===== src/sv/yuv_to_rgb_rotate_writer_assert.svh =====
// Assertion macros for the converter RTL.
`ifndef YUV_TO_RGB_ROTATE_WRITER_ASSERT_SVH
`define YUV_TO_RGB_ROTATE_WRITER_ASSERT_SVH

`ifndef SYNTH
`define ASSERT_IMPLIES(lbl, clk, rst, ante, cons) \
  lbl: assert property (@(posedge clk) disable iff (rst) (ante) |-> (cons)) \
    else $error("implication check failed");
`define ASSERT_NEXT(lbl, clk, rst, ante, cons) \
  lbl: assert property (@(posedge clk) disable iff (rst) (ante) |=> (cons)) \
    else $error("next-cycle check failed");
`else
`define ASSERT_IMPLIES(lbl, clk, rst, ante, cons)
`define ASSERT_NEXT(lbl, clk, rst, ante, cons)
`endif

`endif


===== src/sv/yrrw_pkg.sv =====
// Package: widths, register codes, coefficients and channel clamp for the converter.
package yrrw_pkg;

  localparam int MAX_DIM_DEFAULT = 4096;
  localparam int CFG_W           = 13;
  localparam int CFG_IDX_W       = 3;
  localparam int POS_W           = 12;
  localparam int SAMPLE_W        = 8;
  localparam int DEST_INDEX_W    = 25;
  localparam int COL_W           = 22;

  typedef enum logic [CFG_IDX_W-1:0] {
    REG_ROTATION_MODE = 3'd0,
    REG_DEST_WIDTH    = 3'd1,
    REG_DEST_HEIGHT   = 3'd2,
    REG_DEST_STRIDE   = 3'd3,
    REG_CROP_WIDTH    = 3'd4,
    REG_CROP_HEIGHT   = 3'd5
  } cfg_reg_t;

  typedef enum logic [1:0] {
    ROT_NONE = 2'd0,
    ROT_90   = 2'd1,
    ROT_180  = 2'd2,
    ROT_270  = 2'd3
  } rot_mode_t;

  localparam logic [CFG_W-1:0] DEST_WIDTH_RST  = 13'd640;
  localparam logic [CFG_W-1:0] DEST_HEIGHT_RST = 13'd480;
  localparam logic [CFG_W-1:0] DEST_STRIDE_RST = 13'd640;
  localparam logic [CFG_W-1:0] CROP_WIDTH_RST  = 13'd640;
  localparam logic [CFG_W-1:0] CROP_HEIGHT_RST = 13'd480;

  localparam logic [SAMPLE_W-1:0] LUMA_OFFSET   = 8'd16;
  localparam logic signed [8:0]   CHROMA_OFFSET = 9'sd128;

  localparam logic signed [COL_W-1:0] COEF_Y  = 22'sd1192;
  localparam logic signed [COL_W-1:0] COEF_RV = 22'sd1634;
  localparam logic signed [COL_W-1:0] COEF_GV = 22'sd833;
  localparam logic signed [COL_W-1:0] COEF_GU = 22'sd400;
  localparam logic signed [COL_W-1:0] COEF_BU = 22'sd2066;
  localparam logic signed [COL_W-1:0] CHAN_MAX = 22'sd262143;
  localparam int CHAN_SHIFT = 10;

  // Clamp to 0..262143 and keep bits 17..10.
  function automatic logic [SAMPLE_W-1:0] clamp_channel(input logic signed [COL_W-1:0] v);
    logic [COL_W-1:0] sh;
    sh = COL_W'(v) >> CHAN_SHIFT;
    if (v < 0) begin
      return '0;
    end else if (v > CHAN_MAX) begin
      return '1;
    end else begin
      return sh[SAMPLE_W-1:0];
    end
  endfunction

endpackage


===== src/sv/yuv_to_rgb_rotate_writer.sv =====
// Top level: pipelined BT.601 YUV to RGB converter with rotated destination addressing.

// One pixel per clock, sustained. A pixel transfer happens at a clock edge with start high
// and busy low; its result appears on the output ports with done high for one cycle and must
// be taken then. It passes four register stages: input capture, coefficient products and
// placement terms, channel sums and the single row-times-stride multiplier, then clamping
// and the final index add. busy is high only while rst is asserted. Configuration writes
// are taken any cycle but should be made with the pipeline empty; a pixel started in the
// cycle after a write already sees it. dest_index is 0 and in_range is 0 for pixels outside
// the drawn area.
`include "yuv_to_rgb_rotate_writer_assert.svh"

module yuv_to_rgb_rotate_writer
  import yrrw_pkg::*;
#(
  parameter int MAX_DIM = MAX_DIM_DEFAULT
) (
  input  logic                    clk,
  input  logic                    rst,
  input  logic                    start,
  output logic                    busy,
  input  logic [SAMPLE_W-1:0]     luma,
  input  logic [SAMPLE_W-1:0]     chroma_u,
  input  logic [SAMPLE_W-1:0]     chroma_v,
  input  logic [POS_W-1:0]        src_col,
  input  logic [POS_W-1:0]        src_row,
  input  logic                    cfg_write,
  input  logic [CFG_IDX_W-1:0]    cfg_index,
  input  logic [CFG_W-1:0]        cfg_data,
  output logic                    done,
  output logic [DEST_INDEX_W-1:0] dest_index,
  output logic [SAMPLE_W-1:0]     red,
  output logic [SAMPLE_W-1:0]     green,
  output logic [SAMPLE_W-1:0]     blue,
  output logic                    in_range
);

  localparam int DIM_W  = $clog2(MAX_DIM + 1);
  localparam int SAT_W  = (DIM_W > CFG_W) ? DIM_W : CFG_W;
  localparam int CMP_W  = (DIM_W > POS_W) ? DIM_W : POS_W;
  localparam int PROD_W = 2 * DIM_W + 1;
  localparam int SUM_W  = (PROD_W > DEST_INDEX_W) ? PROD_W : DEST_INDEX_W;

  function automatic logic [DIM_W-1:0] sat_dim(input logic [CFG_W-1:0] v);
    logic [SAT_W-1:0] ve;
    ve = SAT_W'(v);
    if (ve > SAT_W'(MAX_DIM)) begin
      return DIM_W'(MAX_DIM);
    end else begin
      return DIM_W'(ve);
    end
  endfunction

  // configuration registers
  rot_mode_t        rotation_mode;
  logic [CFG_W-1:0] dest_width;
  logic [CFG_W-1:0] dest_height;
  logic [CFG_W-1:0] dest_stride;
  logic [CFG_W-1:0] crop_width;
  logic [CFG_W-1:0] crop_height;

  always_ff @(posedge clk) begin
    if (rst) begin
      rotation_mode <= ROT_NONE;
      dest_width    <= DEST_WIDTH_RST;
      dest_height   <= DEST_HEIGHT_RST;
      dest_stride   <= DEST_STRIDE_RST;
      crop_width    <= CROP_WIDTH_RST;
      crop_height   <= CROP_HEIGHT_RST;
    end else if (cfg_write) begin
      unique case (cfg_index)
        REG_ROTATION_MODE: rotation_mode <= rot_mode_t'(cfg_data[1:0]);
        REG_DEST_WIDTH:    dest_width    <= cfg_data;
        REG_DEST_HEIGHT:   dest_height   <= cfg_data;
        REG_DEST_STRIDE:   dest_stride   <= cfg_data;
        REG_CROP_WIDTH:    crop_width    <= cfg_data;
        REG_CROP_HEIGHT:   crop_height   <= cfg_data;
        default: ;
      endcase
    end
  end

  // Drawn-area geometry, refreshed every cycle from the registers.
  logic [DIM_W-1:0] dw_s, dh_s, cw_s, ch_s;
  logic [DIM_W-1:0] w_next, h_next;
  logic             swap;
  rot_mode_t        mode_q;
  logic [DIM_W-1:0] w_q, h_q, ds_q, dx_q, dy_q;

  always_comb begin
    dw_s   = sat_dim(dest_width);
    dh_s   = sat_dim(dest_height);
    cw_s   = sat_dim(crop_width);
    ch_s   = sat_dim(crop_height);
    swap   = (rotation_mode == ROT_90) || (rotation_mode == ROT_270);
    w_next = swap ? ((dh_s < cw_s) ? dh_s : cw_s) : ((dw_s < cw_s) ? dw_s : cw_s);
    h_next = swap ? ((dw_s < ch_s) ? dw_s : ch_s) : ((dh_s < ch_s) ? dh_s : ch_s);
  end

  always_ff @(posedge clk) begin
    mode_q <= rotation_mode;
    w_q    <= w_next;
    h_q    <= h_next;
    ds_q   <= sat_dim(dest_stride);
    // only used in the 90-degree placement, where dh >= w and dw >= h
    dx_q   <= (dh_s - w_next) >> 1;
    dy_q   <= (dw_s - h_next) >> 1;
  end

  assign busy = rst;

  // stage 1: capture, offsets
  logic                    v1;
  logic [SAMPLE_W-1:0]     y1;
  logic signed [8:0]       u1, cv1;
  logic [POS_W-1:0]        x1, r1;

  always_ff @(posedge clk) begin
    if (rst) begin
      v1 <= 1'b0;
    end else begin
      v1 <= start && !busy;
    end
  end

  always_ff @(posedge clk) begin
    y1  <= (luma > LUMA_OFFSET) ? (luma - LUMA_OFFSET) : '0;
    u1  <= $signed({1'b0, chroma_u}) - CHROMA_OFFSET;
    cv1 <= $signed({1'b0, chroma_v}) - CHROMA_OFFSET;
    x1  <= src_col;
    r1  <= src_row;
  end

  // stage 2: coefficient products, range test, multiplicand and addend
  logic                    v2;
  logic signed [COL_W-1:0] py2, prv2, pgv2, pgu2, pbu2;
  logic                    ok2;
  logic [DIM_W-1:0]        m2, a2;
  logic                    ok_next;
  logic [DIM_W-1:0]        m_next, a_next, xd, yd;

  always_comb begin
    ok_next = (CMP_W'(x1) < CMP_W'(w_q)) && (CMP_W'(r1) < CMP_W'(h_q));
    // in range, both coordinates are below a dimension and fit
    xd = DIM_W'(x1);
    yd = DIM_W'(r1);
    unique case (mode_q)
      ROT_NONE: begin
        m_next = yd;
        a_next = xd;
      end
      ROT_90: begin
        m_next = xd + dx_q;
        a_next = dy_q + (h_q - DIM_W'(1) - yd);
      end
      ROT_180: begin
        m_next = h_q - DIM_W'(1) - yd;
        a_next = w_q - DIM_W'(1) - xd;
      end
      ROT_270: begin
        m_next = w_q - DIM_W'(1) - xd;
        a_next = yd;
      end
      default: begin
        m_next = '0;
        a_next = '0;
      end
    endcase
  end

  always_ff @(posedge clk) begin
    if (rst) begin
      v2 <= 1'b0;
    end else begin
      v2 <= v1;
    end
  end

  always_ff @(posedge clk) begin
    py2  <= $signed(COL_W'(y1)) * COEF_Y;
    prv2 <= COL_W'(cv1) * COEF_RV;
    pgv2 <= COL_W'(cv1) * COEF_GV;
    pgu2 <= COL_W'(u1) * COEF_GU;
    pbu2 <= COL_W'(u1) * COEF_BU;
    ok2  <= ok_next;
    m2   <= m_next;
    a2   <= a_next;
  end

  // stage 3: channel sums, index product
  logic                    v3;
  logic signed [COL_W-1:0] r3, g3, b3;
  logic [SUM_W-1:0]        prod3;
  logic [DIM_W-1:0]        a3;
  logic                    ok3;

  always_ff @(posedge clk) begin
    if (rst) begin
      v3 <= 1'b0;
    end else begin
      v3 <= v2;
    end
  end

  always_ff @(posedge clk) begin
    r3    <= py2 + prv2;
    g3    <= py2 - pgv2 - pgu2;
    b3    <= py2 + pbu2;
    prod3 <= SUM_W'(m2) * SUM_W'(ds_q);
    a3    <= a2;
    ok3   <= ok2;
  end

  // stage 4: clamp and final index
  logic [SUM_W-1:0] idx_sum;

  assign idx_sum = prod3 + SUM_W'(a3);

  always_ff @(posedge clk) begin
    if (rst) begin
      done <= 1'b0;
    end else begin
      done <= v3;
    end
  end

  always_ff @(posedge clk) begin
    red        <= clamp_channel(r3);
    green      <= clamp_channel(g3);
    blue       <= clamp_channel(b3);
    dest_index <= ok3 ? idx_sum[DEST_INDEX_W-1:0] : '0;
    in_range   <= ok3;
  end

  `ASSERT_IMPLIES(a_fixed_latency, clk, rst, !$past(rst, 1) && !$past(rst, 2) && !$past(rst, 3), done == $past(start && !busy, 4))
  `ASSERT_NEXT(a_stage3_to_done, clk, rst, v3, done)
  `ASSERT_IMPLIES(a_outside_zero_index, clk, rst, done && !in_range, dest_index == '0)
  `ASSERT_IMPLIES(a_no_accept_in_reset, clk, 1'b0, rst, busy)

endmodule


===== config.mk =====
export PLATFORM = sky130hd
export DESIGN_NAME = yuv_to_rgb_rotate_writer
export DESIGN_NICKNAME = d
export VERILOG_FILES = /design/src/sv/yrrw_pkg.sv /design/src/sv/yuv_to_rgb_rotate_writer.sv
export VERILOG_INCLUDE_DIRS = /design/src /design/src/sv
export SDC_FILE = /design/constraint.sdc
export NUM_CORES = 2
export LEC_CHECK = 0
export BUFFER_PORTS_ARGS = -buffer_cell sky130_fd_sc_hd__buf_4
export CORE_UTILIZATION = 60
export CTS_BUF_LIST = sky130_fd_sc_hd__clkbuf_4 sky130_fd_sc_hd__clkbuf_8
export DETAILED_ROUTE_END_ITERATION = 7
export PLACE_DENSITY = 0.78
export SLEW_MARGIN = 25
export SYNTH_ARGS = -nofsm -noshare
export SYNTH_HDL_FRONTEND = slang
export SYNTH_SLANG_ARGS = --single-unit

===== constraint.sdc =====
create_clock -name clk -period 8.05 [get_ports clk]
set_clock_uncertainty 0.1 [all_clocks]
set_input_delay 0.4025 -clock clk [delete_from_list [all_inputs] [get_ports clk]]
set_output_delay 0.4025 -clock clk [all_outputs]
set_load 0.05 [all_outputs]

# Word level (Yosys, flattened, before mapping)
# Index checks and enable logic that the tools add are counted.
# op_classes
addsub	16
mul	6
magnitude_cmp	18
n_eq_ne	10
mux	15
reduce_logical	12
# ops
operator	n
2-to-1 mux 13 bit	10
one-hot mux 13 bit (4 select lines)	2
> comparator 22 x 19 -> 1 bit (second input constant)	3
less-than comparator 22 x 1 -> 1 bit (second input constant)	3
> comparator 13 bit (second input constant)	5
less-than comparator 13 bit	4
adder 22 bit	2
multiplier 9 x 11 -> 20 bit (second input constant)	2
less-than comparator 12 x 13 -> 1 bit	2
subtractor 13 x 1 -> 13 bit (second input constant)	2
subtractor 13 x 12 -> 13 bit	2
subtractor 13 bit	2
adder 25 x 13 -> 25 bit	1
multiplier 13 x 13 -> 25 bit	1
2-to-1 mux 8 bit	3
subtractor 22 x 20 -> 22 bit	1
subtractor 22 bit	1
multiplier 9 x 12 -> 21 bit (second input constant)	1
subtractor 8 x 8 -> 9 bit (second input constant)	2
multiplier 8 x 8 -> 16 bit (second input constant)	1
multiplier 9 x 6 -> 15 bit (second input constant)	1
adder 12 x 12 -> 13 bit	1
adder 12 x 13 -> 13 bit	1
AND reduction 2 bit	6
other kinds (12)	18
# totals
register_bits	467
in_bits	68
out_inout_bits	52
elab_cells	117

# Longest topological paths before layout
# logic_depth
depth_word	6
mapped_depth	25
mapped_depth_nobuf	23

# Worst setup path after synthesis
# Ideal clock, no wire load.
# synth_path
path_type	flip-flop to flip-flop
start	reg ds_q[12]
end	reg prod3[24]
setup_ns	0.129
arrival_time_ns	5.389
required_ns	7.821
setup_slack_ns	2.431
path_stages_with_launch	22
path_buffers	1
period_less_slack_ns	5.619
path_cell_list	dfxtp_1 > clkbuf_1 > nand2_1 > fa_1 > fa_1 > inv_1 > fa_1 > fa_1 > inv_1 > fa_1 > inv_1 > ha_1 > a21o_1 > a21oi_1 > o21bai_1 > a21oi_1 > o221ai_1 > a31oi_1 > nor2_1 > o21a_1 > o41ai_1 > xnor2_1
# synth_via
elab_chain_cells	1
# synth_lines
element	line_no	source
start: declaration	yuv_to_rgb_rotate_writer.sv:88	logic [DIM_W-1:0] w_q, h_q, ds_q, dx_q, dy_q;
start signal: assignment	yuv_to_rgb_rotate_writer.sv:104	ds_q <= sat_dim(dest_stride);
multiplier 13 x 13 -> 25 bit	yuv_to_rgb_rotate_writer.sv:209	prod3 <= SUM_W'(m2) * SUM_W'(ds_q);
end signal: assignment	yuv_to_rgb_rotate_writer.sv:209	
end: declaration	yuv_to_rgb_rotate_writer.sv:193	logic [SUM_W-1:0] prod3;
# Every way passes these cells.
# A chain may end at the register's enable or synchronous reset.

# Final worst setup path
# layout_path
start	reg m2[6]
end	reg prod3[24]
# layout_via
elab_chain_cells	1
# layout_lines
element	line_no	source
start: declaration	yuv_to_rgb_rotate_writer.sv:138	logic [DIM_W-1:0] m2, a2;
start signal: assignment	yuv_to_rgb_rotate_writer.sv:186	m2 <= m_next;
multiplier 13 x 13 -> 25 bit	yuv_to_rgb_rotate_writer.sv:209	
# Every way passes these cells.

==> metrics.yaml <==
outcome:
  status: "finished clean"
clock_network:
  cts_setup_buffers: 0
  post_cts_resized: 0
  numClockSinks: 420
  cts.reportedPaths.clkPinSlew_ps: 60
  holdBufCountCts: 69
  tritoncts: "built"
  htree_levels: 3
  insertion_delay_ps: 670
  cts_root_buf: "clkbuf_8"
  clk_path_buf_depth: 3
  numCtsBuffers: 72
synthesis:
  synthesis.instances: 3290
  ys_seq_elements: 420
  synth_compound_area_frac: 0.120
  synth_top_family_by_area: "adder cells"
  yosys.area_share.adder: 0.323
  synth.avg_cell_area_um2: 8.98
  synth_mux_area_frac: 0.0130
  yosys.area.top_type: "dfxtp_1"
  async_reset_ff_frac: 0
  synth-main-ff-cell: "dfxtp_1"
  syn_nets: 4012
  synth.distinct_cells: 65
  synth_seq_area_share: 0.284
  synth.area.top_cells: "dfxtp_1, ha_1, fa_1"
  yosys.area_share.simple: 0.140
  netlist.area_leader.share: 0.284
  netlist_area_um2: 29600
  synth_edf_count: 0
  synth_xor_xnor_area_share: 0.0474
  synth-warning-count: 0
setup_path:
  critPathLaunchType: "flip-flop"
  path_cells: "nand2_1 -> fa_1 -> fa_1 -> inv_1 -> fa_1 -> fa_1 -> inv_1 -> fa_1 -> inv_1 -> ha_1 -> a21o_1 -> a21oi_1 -> o21bai_1 -> a21oi_1 -> o221ai_1 -> a31oi_1 -> nor2_1 -> o21a_1 -> o41ai_1 -> xnor2_1"
  rr_worst_depth: 20
  crit_path_max_fanout: 13
  critPathArrivalTime_ps: 6480
  cp_slowest_cell: "dfxtp_1"
  r2r_slack_ps: 2000
  critical_path_class: "flip-flop to flip-flop"
  worst_setup_path_end_kind: "flip-flop"
  crit_path_max_incr_delay_ps: 640
  r2r-start: "m2[6]$_DFF_P_"
  cp_common_cell: "fa_1"
  r2r_end: "prod3[24]$_DFF_P_"
  required_ps: 8480
worst_hold_path:
  hold_path_class: "primary input to flip-flop"
  min_from: "cfg_index[1]"
  min_to: "rotation_mode[1]$_SDFFE_PP0P_"
  hold_path_depth: 4
die:
  die_w_um: 224
  dieArea_um2: 50200
  core_um2: 48100
  initial_utilization: 0.614
  rows: 80
  fp.dieH_um: 224
  io_pins: 120
sta:
  worst-slew-pin-transition_ps: 1070
  min_period_ps: 6050
  finalSetupTns_ps: 0
  holdWs_ps: 88.6
  max_freq_mhz: 165
  finalHoldViolCount: 0
  setup_slack_ps: 2000
  rsz0062_at_grt: "false"
  slew-limit-headroom: 0.284
  setup_viol: 0
  drv_slew: 0
  min_period_over_period: 0.752
placed_design:
  dpl_worst_slack_ps: 2000
  place_congestion: 0.917
  portBuffers: 119
  hpwl_um: 55600
  dp_cells: 3983
final_layout:
  finalNetCount: 4192
  drive_above_1_share: 0.0818
  finalNonFillerCells: 4180
  synthToLayoutAreaGrowth_pct: 12.2
global_route:
  grt-ovfl-total: 0
  track_usage: 0.285
  grt_pass1_wl_um: 114000
  grt_pass1_vias: 22800
  grt_max_degree: 73
  antenna_found_initial: 2
pwr:
  peakVddDrop_mv: 0.197
  power.density_nw_per_um2: 281
  p_leak_uw: 0.0163
route:
  drt_iter0_drc: 1373
  detail_route.wl_per_cell_um: 16.8
  via_per_inst: 5.47
  drc: 0
  postRouteAntennaNets: 0
  dr.pass1.iters: 5
  via_count: 22900
  routed_wl_um: 70300
job:
  cap_viol_max_count: 0
layout by cell type, fill, tap and decap left out, types with 11 or more instances in the layout:
| master | netlist | layout |
|---|---|---|
| inv_1 | 479 | 479 |
| ha_1 | 473 | 473 |
| dfxtp_1 | 420 | 419 |
| nand2_1 | 367 | 367 |
| a21oi_1 | 204 | 204 |
| fa_1 | 181 | 181 |
| nor2_1 | 176 | 176 |
| buf_4 | 1 | 127 |
| xnor2_1 | 123 | 123 |
| o21ai_1 | 96 | 97 |
| and2_1 | 94 | 94 |
| clkbuf_8 | 0 | 83 |
| nor2b_1 | 71 | 71 |
| dlygate4sd3_1 | 0 | 69 |
| nor3_1 | 45 | 45 |
| o21ai_0 | 45 | 44 |
| a21o_1 | 40 | 40 |
| xor2_1 | 37 | 37 |
| o211ai_1 | 37 | 37 |
| nand3_1 | 30 | 30 |
| o21a_1 | 28 | 28 |
| o21bai_1 | 23 | 23 |
| or3_1 | 22 | 22 |
| clkbuf_4 | 0 | 21 |
| nand3b_1 | 19 | 19 |
| nand2b_1 | 18 | 18 |
| a21boi_1 | 17 | 17 |
| clkinv_2 | 0 | 17 |
| and3_1 | 16 | 16 |
| a31oi_1 | 12 | 12 |
| mux4_2 | 11 | 11 |
| mux2i_1 | 11 | 11 |
| a31o_2 | 11 | 11 |
worst max path at each step:
stage                        start           endpoint
2_1_floorplan  ds_q[12]$_SDFF_PN1_  prod3[24]$_DFF_P_
3_3_place_gp         m2[0]$_DFF_P_  prod3[24]$_DFF_P_
3_5_place_dp         m2[0]$_DFF_P_  prod3[24]$_DFF_P_
4_1_cts              m2[0]$_DFF_P_  prod3[24]$_DFF_P_
5_1_grt              m2[2]$_DFF_P_  prod3[24]$_DFF_P_
6_report             m2[6]$_DFF_P_  prod3[24]$_DFF_P_
where the power goes:
group          leakage, µW  total [µW]  switching, µW  internal (µW)
logic               0.0121        4450           2560           1880
clock network     0.000797        1970            870           1100
registers          0.00350        2900            315           2590
total               0.0163        9330           3750           5580
stage by stage:
stage	util	power [µW]	area, µm²
after floorplan	-	6200	29600
after global placement	0.644	7090	31000
after detailed placement	0.644	7290	31000
after CTS	0.689	9340	33200
after global routing	0.689	10000	33200
final	0.689	9330	33200
flip-flops by register name, indices dropped and copies added (netlist names), 16 cells and up:
register and flops:
py2 16, pbu2 21, pgv2 20, prod3 25, prv2 16, dest_index 25
routing by layer:
| layer | global-route usage | up-vias | routed length [µm] |
|---|---|---|---|
| met5 | 0 | - | 0 |
| met4 | 0.0954 | 0 | 1980 |
| met2 | 0.475 | 657 | 32900 |
| met1 | 0.379 | 10900 | 31800 |
| li1 | - | 11200 | - |
| met3 | 0.0407 | 145 | 3610 |
synth_stat cells, drive strengths merged (11+ instances only):
master and instances:
a21boi 17, xnor2 123, ha 473, clkbuf 83
nor2b 71, fa 181, and3 16, o211ai 38
o21a 28, mux2i 11, nand2 367, or3 22
o21bai 23, a21oi 204, mux4 11, nand3 30
and2 94, inv 482, o21ai 141, nand3b 19
a31oi 12, a21o 40, dfxtp 420, xor2 37
nor3 45, nand2b 18, nor2 177, a31o 13
cell type report:
type / count / area, µm²
Inverter: 482 / 1810
Tap cell: 656 / 821
Timing Repair Buffer: 196 / 1640
Multi-Input combinational cell: 2298 / 19000
Clock inverter: 22 / 170
Clock buffer: 104 / 1300
Antenna cell: 2 / 5.00
Fill cell: 3810 / 15000
Sequential cell: 420 / 8410
critical path: cells and delay by family (launching register included):
family / cells / cell delay [ps]
xor+xnor: 1 / 130
buf+inv: 3 / 170
simple gates: 2 / 220
flops: 1 / 640
compound gates: 8 / 1720
fa+ha+maj: 6 / 2950
kinds of logic after synthesis:
kind of cell	count (synthesis)
AO/OA/AOI/OAI	574
XOR/XNOR	160
adder cells (fa/ha/maj)	654
buffers and inverters	572
flip-flops	420
multiplexers	24
AND/OR/NAND/NOR	886
Power figures use the tool's default switching activity.
